===== src/design/grc_pkg.sv =====
// shared constants, types and the rotation angle table of the grid ray wall caster
package grc_pkg;

  // map size defaults
  localparam int MAP_COLS_DEF = 64;
  localparam int MAP_ROWS_DEF = 64;

  // field and datapath widths
  localparam int FRAC_W    = 8;
  localparam int ANGLE_W   = 16;
  localparam int POS_W     = 20;
  localparam int INT_W     = POS_W - FRAC_W;
  localparam int DIST_W    = 21;
  localparam int TILE_W    = 8;
  localparam int VIEW_W    = 12;
  localparam int TPIX_W    = TILE_W + FRAC_W;
  localparam int NUM_W     = 47;
  localparam int DEN_W     = 31;
  localparam int CNT_W     = 6;
  localparam int COORD_W   = 44;
  localparam int SQ_W      = 42;
  localparam int OFF_W     = 41;
  localparam int ROT_W     = 34;
  localparam int ROT_STEPS = 24;
  localparam int MUL_A_W   = 20;
  localparam int MUL_B_W   = 31;
  localparam int MUL_W     = MUL_A_W + MUL_B_W;

  // saturation value of a walk offset or step
  localparam logic [OFF_W-1:0] OFF_CAP = {1'b1, {(OFF_W-1){1'b0}}};

  // special angles
  localparam logic [ANGLE_W-1:0] A_QUARTER = {2'b01, {(ANGLE_W-2){1'b0}}};
  localparam logic [ANGLE_W-1:0] A_HALF    = {2'b10, {(ANGLE_W-2){1'b0}}};
  localparam logic [ANGLE_W-1:0] A_3Q      = {2'b11, {(ANGLE_W-2){1'b0}}};

  // register indexes on the config port
  typedef enum logic [1:0] {
    REG_TILE   = 2'd0,
    REG_VIEW_W = 2'd1,
    REG_VIEW_H = 2'd2
  } reg_idx_e;

  typedef logic signed [COORD_W-1:0] coord_t;

  // request to the shared divider
  typedef struct packed {
    logic              start;
    logic [CNT_W-1:0]  nbits;
    logic [NUM_W-1:0]  num;
    logic [DEN_W-1:0]  den;
  } div_req_t;

  // outcome of one walk
  typedef struct packed {
    logic              hit;
    logic [POS_W-1:0]  x;
    logic [POS_W-1:0]  y;
    logic [DIST_W-1:0] dist_val;
  } walk_res_t;

  // rotation angles, 2^32 per turn
  function automatic logic [31:0] rot_angle(input logic [4:0] i);
    logic [31:0] r;
    unique case (i)
      5'd0:  r = 32'h20000000;
      5'd1:  r = 32'h12E4051E;
      5'd2:  r = 32'h09FB385B;
      5'd3:  r = 32'h051111D4;
      5'd4:  r = 32'h028B0D43;
      5'd5:  r = 32'h0145D7E1;
      5'd6:  r = 32'h00A2F61E;
      5'd7:  r = 32'h00517C55;
      5'd8:  r = 32'h0028BE53;
      5'd9:  r = 32'h00145F2F;
      5'd10: r = 32'h000A2F98;
      5'd11: r = 32'h000517CC;
      5'd12: r = 32'h00028BE6;
      5'd13: r = 32'h000145F3;
      5'd14: r = 32'h0000A2FA;
      5'd15: r = 32'h0000517D;
      5'd16: r = 32'h000028BE;
      5'd17: r = 32'h0000145F;
      5'd18: r = 32'h00000A30;
      5'd19: r = 32'h00000518;
      5'd20: r = 32'h0000028C;
      5'd21: r = 32'h00000146;
      5'd22: r = 32'h000000A3;
      5'd23: r = 32'h00000051;
      default: r = 32'h0;
    endcase
    return r;
  endfunction

endpackage


===== src/design/grc_div.sv =====
// shared restoring divider, one quotient bit per cycle
module grc_div (
  input  logic                      clk_i,
  input  logic                      rst_ni,
  input  grc_pkg::div_req_t         req_i,
  output logic                      busy_o,
  output logic [grc_pkg::NUM_W-1:0] quo_o
);

  logic [grc_pkg::CNT_W-1:0] cnt_q;
  logic [grc_pkg::NUM_W-1:0] num_q;
  logic [grc_pkg::NUM_W-1:0] quo_q;
  logic [grc_pkg::DEN_W-1:0] den_q;
  logic [grc_pkg::DEN_W-1:0] rem_q;
  logic [grc_pkg::DEN_W:0]   rem_sh;
  logic                      ge;

  // trial subtract
  assign rem_sh = {rem_q, num_q[grc_pkg::NUM_W-1]};
  assign ge     = rem_sh >= {1'b0, den_q};

  // iteration count
  always_ff @(posedge clk_i or negedge rst_ni) begin
    if (!rst_ni) begin
      cnt_q <= '0;
    end else if (req_i.start) begin
      cnt_q <= req_i.nbits;
    end else if (cnt_q != '0) begin
      cnt_q <= cnt_q - 1'b1;
    end
  end

  // datapath
  always_ff @(posedge clk_i) begin
    if (req_i.start) begin
      num_q <= req_i.num;
      den_q <= req_i.den;
      rem_q <= '0;
      quo_q <= '0;
    end else if (cnt_q != '0) begin
      num_q <= {num_q[grc_pkg::NUM_W-2:0], 1'b0};
      rem_q <= ge ? grc_pkg::DEN_W'(rem_sh - {1'b0, den_q}) : rem_sh[grc_pkg::DEN_W-1:0];
      quo_q <= {quo_q[grc_pkg::NUM_W-2:0], ge};
    end
  end

  assign busy_o = cnt_q != '0;
  assign quo_o  = quo_q;

endmodule


===== src/design/grc_sqrt.sv =====
// iterative integer square root, one result bit per cycle
module grc_sqrt (
  input  logic                       clk_i,
  input  logic                       rst_ni,
  input  logic                       start_i,
  input  logic [grc_pkg::SQ_W-1:0]   val_i,
  output logic                       busy_o,
  output logic [grc_pkg::DIST_W-1:0] root_o
);

  logic [grc_pkg::SQ_W-1:0] bit_q;
  logic [grc_pkg::SQ_W-1:0] v_q;
  logic [grc_pkg::SQ_W-1:0] r_q;
  logic [grc_pkg::SQ_W-1:0] trial;

  assign trial = r_q + bit_q;

  // bit position walks down two places a step
  always_ff @(posedge clk_i or negedge rst_ni) begin
    if (!rst_ni) begin
      bit_q <= '0;
    end else if (start_i) begin
      bit_q <= grc_pkg::SQ_W'(1) << (grc_pkg::SQ_W - 2);
    end else begin
      bit_q <= bit_q >> 2;
    end
  end

  // remainder and partial root
  always_ff @(posedge clk_i) begin
    if (start_i) begin
      v_q <= val_i;
      r_q <= '0;
    end else if (bit_q != '0) begin
      if (v_q >= trial) begin
        v_q <= v_q - trial;
        r_q <= (r_q >> 1) + bit_q;
      end else begin
        r_q <= r_q >> 1;
      end
    end
  end

  assign busy_o = bit_q != '0;
  assign root_o = r_q[grc_pkg::DIST_W-1:0];

endmodule


===== src/design/grc_core.sv =====
// cast sequencer: rotation, offsets, both grid walks and distances
module grc_core #(
  parameter int MAP_COLS = grc_pkg::MAP_COLS_DEF,
  parameter int MAP_ROWS = grc_pkg::MAP_ROWS_DEF,
  localparam int AW = $clog2(MAP_COLS * MAP_ROWS)
) (
  input  logic                        clk_i,
  input  logic                        rst_ni,
  input  logic                        start_i,
  input  logic [grc_pkg::POS_W-1:0]   pos_x_i,
  input  logic [grc_pkg::POS_W-1:0]   pos_y_i,
  input  logic [grc_pkg::ANGLE_W-1:0] angle_i,
  input  logic [grc_pkg::TILE_W-1:0]  tile_i,
  input  logic [grc_pkg::VIEW_W-1:0]  view_w_i,
  input  logic [grc_pkg::VIEW_W-1:0]  view_h_i,
  output logic                        idle_o,
  input  logic                        res_ready_i,
  output logic                        res_valid_o,
  output grc_pkg::walk_res_t          horiz_o,
  output grc_pkg::walk_res_t          vert_o,
  output logic                        rd_en_o,
  output logic [AW-1:0]               rd_addr_o,
  input  logic                        rd_data_i
);

  typedef enum logic [22:0] {
    ST_IDLE = 23'h000001,
    ST_ROT  = 23'h000002,
    ST_ABS  = 23'h000004,
    ST_PS   = 23'h000008,
    ST_BW   = 23'h000010,
    ST_BM   = 23'h000020,
    ST_OM   = 23'h000040,
    ST_OD   = 23'h000080,
    ST_OW   = 23'h000100,
    ST_SM   = 23'h000200,
    ST_SD   = 23'h000400,
    ST_SW   = 23'h000800,
    ST_WS   = 23'h001000,
    ST_WC   = 23'h002000,
    ST_WCW  = 23'h004000,
    ST_WRW  = 23'h008000,
    ST_WM   = 23'h010000,
    ST_DX   = 23'h020000,
    ST_DY   = 23'h040000,
    ST_DS   = 23'h080000,
    ST_DW   = 23'h100000,
    ST_PE   = 23'h200000,
    ST_DONE = 23'h400000
  } state_e;

  localparam int PW  = grc_pkg::POS_W;
  localparam int FW  = grc_pkg::FRAC_W;
  localparam int IW  = grc_pkg::INT_W;
  localparam int NW  = grc_pkg::NUM_W;
  localparam int DW  = grc_pkg::DEN_W;
  localparam int CW  = grc_pkg::COORD_W;
  localparam int RW  = grc_pkg::ROT_W;
  localparam int OW  = grc_pkg::OFF_W;
  localparam int TW  = grc_pkg::TPIX_W;
  localparam int SQW = grc_pkg::SQ_W;

  state_e state_q, state_d;

  logic                        p_q;
  logic                        right_q, down_q;
  logic [grc_pkg::ANGLE_W-1:0] a_q;
  logic [PW-1:0]               px_q, py_q;
  logic signed [RW-1:0]        z_q, cx_q, cy_q;
  logic [4:0]                  i_q;
  logic [DW-1:0]               ac_q, as_q;
  logic [PW:0]                 base_q;
  logic [TW:0]                 d0_q;
  logic [OW-1:0]               off_q, step_q;
  grc_pkg::coord_t             x_q, y_q, sx_q, sy_q;
  logic [IW-1:0]               col_q;
  logic [SQW-2:0]              sq_q;
  logic [grc_pkg::MUL_W-1:0]   mul_q;
  grc_pkg::walk_res_t          horiz_q, vert_q;

  logic [grc_pkg::MUL_A_W-1:0] mul_a;
  logic [grc_pkg::MUL_B_W-1:0] mul_b;
  grc_pkg::div_req_t           div_req;
  logic                        div_busy;
  logic [NW-1:0]               quo;
  logic                        sq_start;
  logic                        sq_busy;
  logic [grc_pkg::DIST_W-1:0]  root;

  logic [grc_pkg::TILE_W-1:0]  tile_eff;
  logic [TW-1:0]               t_val;
  grc_pkg::coord_t             t_c, wmax_c, hmax_c, px_c, py_c, off_c, step_c, base_c;
  logic                        right_n, down_n;
  logic [31:0]                 u;
  logic signed [RW-1:0]        z0, z_fold, sh_x, sh_y, rot_c;
  logic [DW-1:0]               mulnum, divden;
  logic                        walk_ok, inc;
  logic [PW-1:0]               pb;
  logic [PW:0]                 base_n;
  logic [PW:0]                 d0_n;
  logic                        in_view;
  logic                        col_lower, row_lower;
  logic [IW-1:0]               row_raw, col_l, row_l;
  logic                        cell_fail;
  logic [PW-1:0]               dx, dy;

  // offset saturation
  function automatic logic [OW-1:0] sat_off(input logic [NW-1:0] q);
    if (q > NW'(grc_pkg::OFF_CAP)) begin
      return grc_pkg::OFF_CAP;
    end
    return q[OW-1:0];
  endfunction

  grc_div u_div (
    .clk_i  (clk_i),
    .rst_ni (rst_ni),
    .req_i  (div_req),
    .busy_o (div_busy),
    .quo_o  (quo)
  );

  grc_sqrt u_sqrt (
    .clk_i   (clk_i),
    .rst_ni  (rst_ni),
    .start_i (sq_start),
    .val_i   ({1'b0, sq_q + mul_q[SQW-2:0]}),
    .busy_o  (sq_busy),
    .root_o  (root)
  );

  // tile and view in position units
  assign tile_eff = (tile_i == '0) ? grc_pkg::TILE_W'(1) : tile_i;
  assign t_val    = {tile_eff, {FW{1'b0}}};
  assign t_c      = $signed({{(CW-TW){1'b0}}, t_val});
  assign wmax_c   = $signed({{(CW-PW){1'b0}}, view_w_i, {FW{1'b0}}});
  assign hmax_c   = $signed({{(CW-PW){1'b0}}, view_h_i, {FW{1'b0}}});
  assign px_c     = $signed({{(CW-PW){1'b0}}, px_q});
  assign py_c     = $signed({{(CW-PW){1'b0}}, py_q});
  assign off_c    = $signed({{(CW-OW){1'b0}}, off_q});
  assign step_c   = $signed({{(CW-OW){1'b0}}, step_q});
  assign base_c   = $signed({{(CW-PW-1){1'b0}}, base_q});

  // facing of a new ray and folded start angle
  assign right_n = (angle_i > grc_pkg::A_3Q) ||
                   ((angle_i != '0) && (angle_i < grc_pkg::A_QUARTER));
  assign down_n  = (angle_i != '0) && (angle_i < grc_pkg::A_HALF);
  assign u       = {angle_i, {(32-grc_pkg::ANGLE_W){1'b0}}};
  assign z0      = $signed({{(RW-32){u[31]}}, u});
  always_comb begin
    z_fold = z0;
    if (z0 > 34'sd1073741824) begin
      z_fold = z0 - 34'sd2147483648;
    end else if (z0 < -34'sd1073741824) begin
      z_fold = z0 + 34'sd2147483648;
    end
  end

  // rotation step terms
  assign sh_x  = cx_q >>> i_q;
  assign sh_y  = cy_q >>> i_q;
  assign rot_c = $signed({{(RW-32){1'b0}}, grc_pkg::rot_angle(i_q)});

  // per-walk selection
  assign mulnum  = p_q ? as_q : ac_q;
  assign divden  = p_q ? ac_q : as_q;
  assign walk_ok = p_q ?
      ((a_q != grc_pkg::A_QUARTER) && (a_q != grc_pkg::A_3Q) && (ac_q != '0)) :
      ((a_q != '0) && (a_q != grc_pkg::A_HALF) && (as_q != '0));
  assign pb      = p_q ? px_q : py_q;
  assign inc     = p_q ? right_q : down_q;

  // first grid line and distance to it
  assign base_n = {1'b0, mul_q[PW-1:0]} + (inc ? {{(PW+1-TW){1'b0}}, t_val} : '0);
  assign d0_n   = inc ? base_n - {1'b0, pb} : {1'b0, pb} - base_n;

  // walk cell lookup
  assign in_view   = !x_q[CW-1] && !y_q[CW-1] && (x_q <= wmax_c) && (y_q <= hmax_c);
  assign col_lower = p_q && !right_q;
  assign row_lower = !p_q && !down_q;
  assign row_raw   = quo[IW-1:0];
  assign col_l     = col_q - {{(IW-1){1'b0}}, col_lower};
  assign row_l     = row_raw - {{(IW-1){1'b0}}, row_lower};
  assign cell_fail = (col_lower && (col_q == '0)) || (row_lower && (row_raw == '0)) ||
                     (col_l >= IW'(MAP_COLS)) || (row_l >= IW'(MAP_ROWS));
  assign rd_addr_o = AW'(row_l) * AW'(MAP_COLS) + AW'(col_l);

  // distance legs
  assign dx = (x_q[PW-1:0] >= px_q) ? x_q[PW-1:0] - px_q : px_q - x_q[PW-1:0];
  assign dy = (y_q[PW-1:0] >= py_q) ? y_q[PW-1:0] - py_q : py_q - y_q[PW-1:0];

  // sequencer
  always_comb begin
    state_d     = state_q;
    mul_a       = '0;
    mul_b       = '0;
    div_req     = '0;
    sq_start    = 1'b0;
    rd_en_o     = 1'b0;
    res_valid_o = 1'b0;
    unique case (state_q)
      ST_IDLE: begin
        if (start_i) begin
          state_d = ST_ROT;
        end
      end
      ST_ROT: begin
        if (i_q == 5'(grc_pkg::ROT_STEPS - 1)) begin
          state_d = ST_ABS;
        end
      end
      ST_ABS: state_d = ST_PS;
      ST_PS: begin
        if (walk_ok) begin
          div_req.start = 1'b1;
          div_req.nbits = grc_pkg::CNT_W'(IW);
          div_req.num   = {pb[PW-1:FW], {(NW-IW){1'b0}}};
          div_req.den   = DW'(tile_eff);
          state_d       = ST_BW;
        end else begin
          state_d = ST_PE;
        end
      end
      ST_BW: begin
        if (!div_busy) begin
          mul_a   = grc_pkg::MUL_A_W'(quo[IW-1:0]);
          mul_b   = grc_pkg::MUL_B_W'(t_val);
          state_d = ST_BM;
        end
      end
      ST_BM: state_d = ST_OM;
      ST_OM: begin
        mul_a   = grc_pkg::MUL_A_W'(d0_q);
        mul_b   = mulnum;
        state_d = ST_OD;
      end
      ST_OD: begin
        div_req.start = 1'b1;
        div_req.nbits = grc_pkg::CNT_W'(NW);
        div_req.num   = mul_q[NW-1:0];
        div_req.den   = divden;
        state_d       = ST_OW;
      end
      ST_OW: begin
        if (!div_busy) begin
          state_d = ST_SM;
        end
      end
      ST_SM: begin
        mul_a   = grc_pkg::MUL_A_W'(t_val);
        mul_b   = mulnum;
        state_d = ST_SD;
      end
      ST_SD: begin
        div_req.start = 1'b1;
        div_req.nbits = grc_pkg::CNT_W'(NW);
        div_req.num   = mul_q[NW-1:0];
        div_req.den   = divden;
        state_d       = ST_SW;
      end
      ST_SW: begin
        if (!div_busy) begin
          state_d = ST_WS;
        end
      end
      ST_WS: state_d = ST_WC;
      ST_WC: begin
        if (in_view) begin
          div_req.start = 1'b1;
          div_req.nbits = grc_pkg::CNT_W'(IW);
          div_req.num   = {x_q[PW-1:FW], {(NW-IW){1'b0}}};
          div_req.den   = DW'(tile_eff);
          state_d       = ST_WCW;
        end else begin
          state_d = ST_PE;
        end
      end
      ST_WCW: begin
        if (!div_busy) begin
          div_req.start = 1'b1;
          div_req.nbits = grc_pkg::CNT_W'(IW);
          div_req.num   = {y_q[PW-1:FW], {(NW-IW){1'b0}}};
          div_req.den   = DW'(tile_eff);
          state_d       = ST_WRW;
        end
      end
      ST_WRW: begin
        if (!div_busy) begin
          if (cell_fail) begin
            state_d = ST_PE;
          end else begin
            rd_en_o = 1'b1;
            state_d = ST_WM;
          end
        end
      end
      ST_WM: state_d = rd_data_i ? ST_DX : ST_WC;
      ST_DX: begin
        mul_a   = dx;
        mul_b   = grc_pkg::MUL_B_W'(dx);
        state_d = ST_DY;
      end
      ST_DY: begin
        mul_a   = dy;
        mul_b   = grc_pkg::MUL_B_W'(dy);
        state_d = ST_DS;
      end
      ST_DS: begin
        sq_start = 1'b1;
        state_d  = ST_DW;
      end
      ST_DW: begin
        if (!sq_busy) begin
          state_d = ST_PE;
        end
      end
      ST_PE: state_d = p_q ? ST_DONE : ST_PS;
      ST_DONE: begin
        if (res_ready_i) begin
          res_valid_o = 1'b1;
          state_d     = ST_IDLE;
        end
      end
      default: state_d = ST_IDLE;
    endcase
  end

  always_ff @(posedge clk_i or negedge rst_ni) begin
    if (!rst_ni) begin
      state_q <= ST_IDLE;
    end else begin
      state_q <= state_d;
    end
  end

  // shared multiplier
  always_ff @(posedge clk_i) begin
    mul_q <= grc_pkg::MUL_W'(mul_a) * grc_pkg::MUL_W'(mul_b);
  end

  // working registers
  always_ff @(posedge clk_i) begin
    unique case (state_q)
      ST_IDLE: begin
        if (start_i) begin
          a_q     <= angle_i;
          px_q    <= pos_x_i;
          py_q    <= pos_y_i;
          right_q <= right_n;
          down_q  <= down_n;
          z_q     <= z_fold;
          cx_q    <= 34'sd536870912;
          cy_q    <= '0;
          i_q     <= '0;
          p_q     <= 1'b0;
          horiz_q <= '0;
          vert_q  <= '0;
        end
      end
      ST_ROT: begin
        if (!z_q[RW-1]) begin
          cx_q <= cx_q - sh_y;
          cy_q <= cy_q + sh_x;
          z_q  <= z_q - rot_c;
        end else begin
          cx_q <= cx_q + sh_y;
          cy_q <= cy_q - sh_x;
          z_q  <= z_q + rot_c;
        end
        i_q <= i_q + 1'b1;
      end
      ST_ABS: begin
        ac_q <= cx_q[RW-1] ? DW'(-cx_q) : cx_q[DW-1:0];
        as_q <= cy_q[RW-1] ? DW'(-cy_q) : cy_q[DW-1:0];
      end
      ST_BM: begin
        base_q <= base_n;
        d0_q   <= d0_n[TW:0];
      end
      ST_OW: begin
        if (!div_busy) begin
          off_q <= sat_off(quo);
        end
      end
      ST_SW: begin
        if (!div_busy) begin
          step_q <= sat_off(quo);
        end
      end
      ST_WS: begin
        if (!p_q) begin
          x_q  <= right_q ? px_c + off_c : px_c - off_c;
          y_q  <= base_c;
          sx_q <= right_q ? step_c : -step_c;
          sy_q <= down_q ? t_c : -t_c;
        end else begin
          x_q  <= base_c;
          y_q  <= down_q ? py_c + off_c : py_c - off_c;
          sx_q <= right_q ? t_c : -t_c;
          sy_q <= down_q ? step_c : -step_c;
        end
      end
      ST_WCW: begin
        if (!div_busy) begin
          col_q <= quo[IW-1:0];
        end
      end
      ST_WM: begin
        if (!rd_data_i) begin
          x_q <= x_q + sx_q;
          y_q <= y_q + sy_q;
        end
      end
      ST_DY: sq_q <= mul_q[SQW-2:0];
      ST_DW: begin
        if (!sq_busy) begin
          if (!p_q) begin
            horiz_q <= '{hit: 1'b1, x: x_q[PW-1:0], y: y_q[PW-1:0], dist_val: root};
          end else begin
            vert_q  <= '{hit: 1'b1, x: x_q[PW-1:0], y: y_q[PW-1:0], dist_val: root};
          end
        end
      end
      ST_PE: p_q <= 1'b1;
      default: ;
    endcase
  end

  assign idle_o  = state_q == ST_IDLE;
  assign horiz_o = horiz_q;
  assign vert_o  = vert_q;

endmodule


===== config.mk =====
export PLATFORM = sky130hd
export DESIGN_NAME = grc_core
export DESIGN_NICKNAME = d
export VERILOG_FILES = /design/src/design/grc_pkg.sv /design/src/design/grc_div.sv /design/src/design/grc_sqrt.sv /design/src/design/grc_core.sv
export SDC_FILE = /design/constraint.sdc
export NUM_CORES = 2
export LEC_CHECK = 0
export ABC_CLOCK_PERIOD_IN_PS = 15830
export BUFFER_PORTS_ARGS = -buffer_cell sky130_fd_sc_hd__buf_2
export CAP_MARGIN = 40
export CORE_MARGIN = 4
export CORE_UTILIZATION = 55
export DETAILED_ROUTE_END_ITERATION = 7
export PLACE_DENSITY = 0.68
export RECOVER_POWER = 100
export SYNTH_ARGS = -nofsm -noshare
export SYNTH_HDL_FRONTEND = slang
export SYNTH_SLANG_ARGS = --single-unit

===== constraint.sdc =====
create_clock -name clk_i -period 15.83 [get_ports clk_i]
set_clock_uncertainty 0.1 [all_clocks]
set_input_delay 1.583 -clock clk_i [delete_from_list [all_inputs] [get_ports clk_i]]
set_output_delay 1.583 -clock clk_i [all_outputs]
set_load 0.01 [all_outputs]

==> reports/qor.csv <==
stage,metric,value,unit
status,outcome,finished with violations,
status,violations,"max-capacitance violations, max-slew violations",
power_and_ir_drop,seq_power_share,26.8,%
synthesis,synth-seq-area-share,30.7,%
cts,cts_hold_buf,0,
global_route,grt.total_usage,35.2,%
synthesis,syn-cell-area,97000,um2
setup_path,ff2ff_setup_slack,1.82,ns
sta,slew_headroom,-271,%
synthesis,synth_top_cell_by_area,edfxtp_1,
synthesis,yosysTopAreaCellShare,25.3,%
power_and_ir_drop,switching_power,7.22,mW
final_layout,mostFrequentLayoutCells,"nand2_1, inv_1, nor2_1",
cts,post_cts_resized,0,
routing,ant_nets,0,
sta,rsz0062_at_grt,false,
die,core_area,175000,um2
die,start_util,55.6,%
place,io_buffer_count,231,
cts,clockBufferDepth,3,
global_route,grt_pass1_wl,498000,um
power_and_ir_drop,intPower,9.05,mW
final_layout,nNetsFinal,12018,
cts,root_buffer,clkbuf_16,
cts,cts_buffers,121,
global_route,grt_pass1_vias,79592,
routing,dr.first_iter.drc_count,9671,
setup_path,cp_slowest_cell,clkbuf_1,
final_layout,layout_commonest_cell,nand2_1,
synthesis,ys_warn_count,0,
final_layout,area_delta_synth_final,7.67,%
setup_path,start_kind,flop,
die,die_h,428,um
setup_path,worst-endpoint-required,16.36,ns
place,gp_congestion,1.02,
power_and_ir_drop,p_leak,43.5,nW
sta,period_minus_slack,14.01,ns
routing,vias,83093,
setup_path,slowest_delay,1.36,ns
routing,avgRoutedWirePerCell,25.3,um
cts,h-tree-depth,3,
setup_path,crit_buf_inv,8,
setup_path,end_kind,flop,
cts,clk_pin_slew,0.07,ns
setup_path,crit_top_cell,fa_1,
synthesis,async_flop_share,4.69,%
setup_path,cp_max_fo,27,
synthesis,synth_edf_count,819,
sta,setup-tns-final,0,ns
power_and_ir_drop,p_comb_share,54.8,%
sta,worstMarginPinSlew,5.56,ns
final_layout,layout-drive-gt1-share,5.59,%
setup_path,cp_top_family,adder cells,
power_and_ir_drop,total_power,16.3,mW
synthesis,synthFlopType,edfxtp_1,
setup_path,crit_type,flop to flop,
power_and_ir_drop,powerDensity,156,nW/um2
worst_hold_path,hold_start,u_div.quo_o[27],
place,post-place-ws,3.79,ns
global_route,antenna_found_initial,43,
routing,drc,0,
worst_hold_path,hold_depth,2,
cts,cts_tree,done,
synthesis,postSynthCellCount,10610,
die,io_pins,232,
place,dp.final_hpwl,258000,um
die,fp.dieW,428,um
routing,routed_via_density,6.33,
run,cap_violations,45,
sta,drv_slew,2134,
synthesis,synth_seq_cells,1067,
routing,wl,332000,um
sta,setup_viol,0,
sta,fmax,71.4,MHz
setup_path,r2r-start,y_q[10],
routing,drt-pass1-iter-count,7,
synthesis,synth_cell_type_count,103,
sta,fin_crit_sh,88.5,%
setup_path,ff2ff_path_depth,35,
setup_path,reg2reg_to,mul_q[45],
power_and_ir_drop,vdd_drop_max,195,uV
worst_hold_path,hp-class,flop to flop,
sta,hold_viol,0,
worst_hold_path,hold-path-endpoint,u_div.quo_o[28],
cts,clk_latency,0.82,ns
setup_path,worst_ep_arrival_time,14.54,ns
cts,clock-sinks,1067,
synthesis,synth_area_per_cell,9.14,um2
die,row_count,153,
die,die_area,183000,um2
global_route,grt-ovfl-total,0,
final_layout,fillers,15343,
synthesis,synth_area_leaders,"edfxtp_1, fa_1, ha_1",
global_route,grt_max_degree,138,
power_and_ir_drop,p_clk_share,18.4,%
cts,post-cts-setup-buffers,0,
sta,layout_setup_ws,1.82,ns
power_and_ir_drop,swShare,44.4,%
-- power by group through the flow --
stage	logic [mW]	clock network, mW	registers (mW)
5_1_grt	9.73	3.14	4.40
3_3_place_gp	8.58	0	4.33
3_5_place_dp	8.74	0	4.36
4_1_cts	8.81	3.03	4.30
6_report	8.92	2.99	4.36
2_1_floorplan	6.62	0	4.16
-- cell usage after synthesis, types with 67 or more instances --
library cell	instances
nand2_1	1037
inv_1	1005
nor2_1	976
edfxtp_1	819
a21oi_1	743
ha_1	726
fa_1	533
o21ai_0	521
clkbuf_1	412
xnor2_1	395
xor2_1	305
a21o_1	241
and2_1	207
dfxtp_1	198
nor3_1	187
nand3_1	155
mux2i_1	152
a31oi_1	131
a211oi_1	105
nor2b_1	101
o211ai_1	99
nand4_1	91
nand2b_1	90
nor4_1	90
o21a_1	86
o22ai_1	86
o21bai_1	80
or3_1	69
and3_1	67
-- tightest hold or removal path, delay by kind of cell (launching register included) --
kind | cells | cell delay, ns
flip-flops | 1 | 0.33
AO/OA/AOI/OAI | 1 | 0.06
AND/OR/NAND/NOR | 1 | 0.06
-- layer usage --
layer | global-route usage (%) | up-vias | wire [um]
met5 | 0 | - | 91
met2 | 52.7 | 4399 | 144000
met4 | 18.4 | 14 | 19200
met1 | 48.6 | 40396 | 136000
met3 | 7.01 | 794 | 33200
li1 | - | 37490 | -
-- sequential cells by signal (all words and copies together), names as in the netlist, 42 cells and up --
name         cells
horiz_o         62
vert_o          62
u_div.num_q     47
mul_q           47
sx_q            44
x_q             44
y_q             44
u_div.quo_o     47
sy_q            44
u_sqrt.r_q      42
u_sqrt.v_q      42
-- logic make-up (layout without fill, tap and decap cells) --
| kind of cell | count (synthesis) | after routing | synth area share, % |
|---|---|---|---|
| mux | 279 | 279 | 4.14 |
| fa+ha+maj | 1259 | 1259 | 20.4 |
| simple gates | 3245 | 3245 | 15.6 |
| xor+xnor | 700 | 700 | 6.32 |
| buf+inv | 1510 | 1645 | 6.10 |
| flops | 1067 | 1067 | 30.7 |
| other cells | 1 | 55 | 0.00387 |
| compound gates | 2549 | 2549 | 16.8 |
-- through the flow --
stage	util, %	area, um2	hold slack, ns	cells
2_1_floorplan	-	97100	0.306	10633
3_3_place_gp	57.5	100000	0.340	12844
3_5_place_dp	57.7	101000	0.366	12868
4_1_cts	60.2	105000	0.334	13093
5_1_grt	59.8	104000	0.372	13110
6_report	59.8	104000	0.328	13124
-- how the worst max path moves through the flow --
stage / from / endpoint / slack [ns] / cells after the start
global route: y_q[9] / mul_q[45] / 1.42 / 35
CTS: x_q[11] / mul_q[45] / 3.63 / 37
floorplan: state_q[7] / mul_q[46] / 5.19 / 37
global placement: x_q[11] / mul_q[45] / 3.68 / 37
detailed placement: x_q[11] / mul_q[45] / 3.79 / 37
finish: y_q[10] / mul_q[45] / 1.82 / 35
-- final cells by class --
class,instances,area [um2],share of cell area (%)
antenna,31,77.6,0.0743
clock buffer,157,3390,3.25
inverter,1007,3780,3.62
multi-input combinational,8056,61500,58.9
tap,2325,2910,2.78
clock inverter,68,836,0.800
sequential,1067,29800,28.5
timing repair buffer,413,2120,2.03
Power figures use the tool's default switching activity.
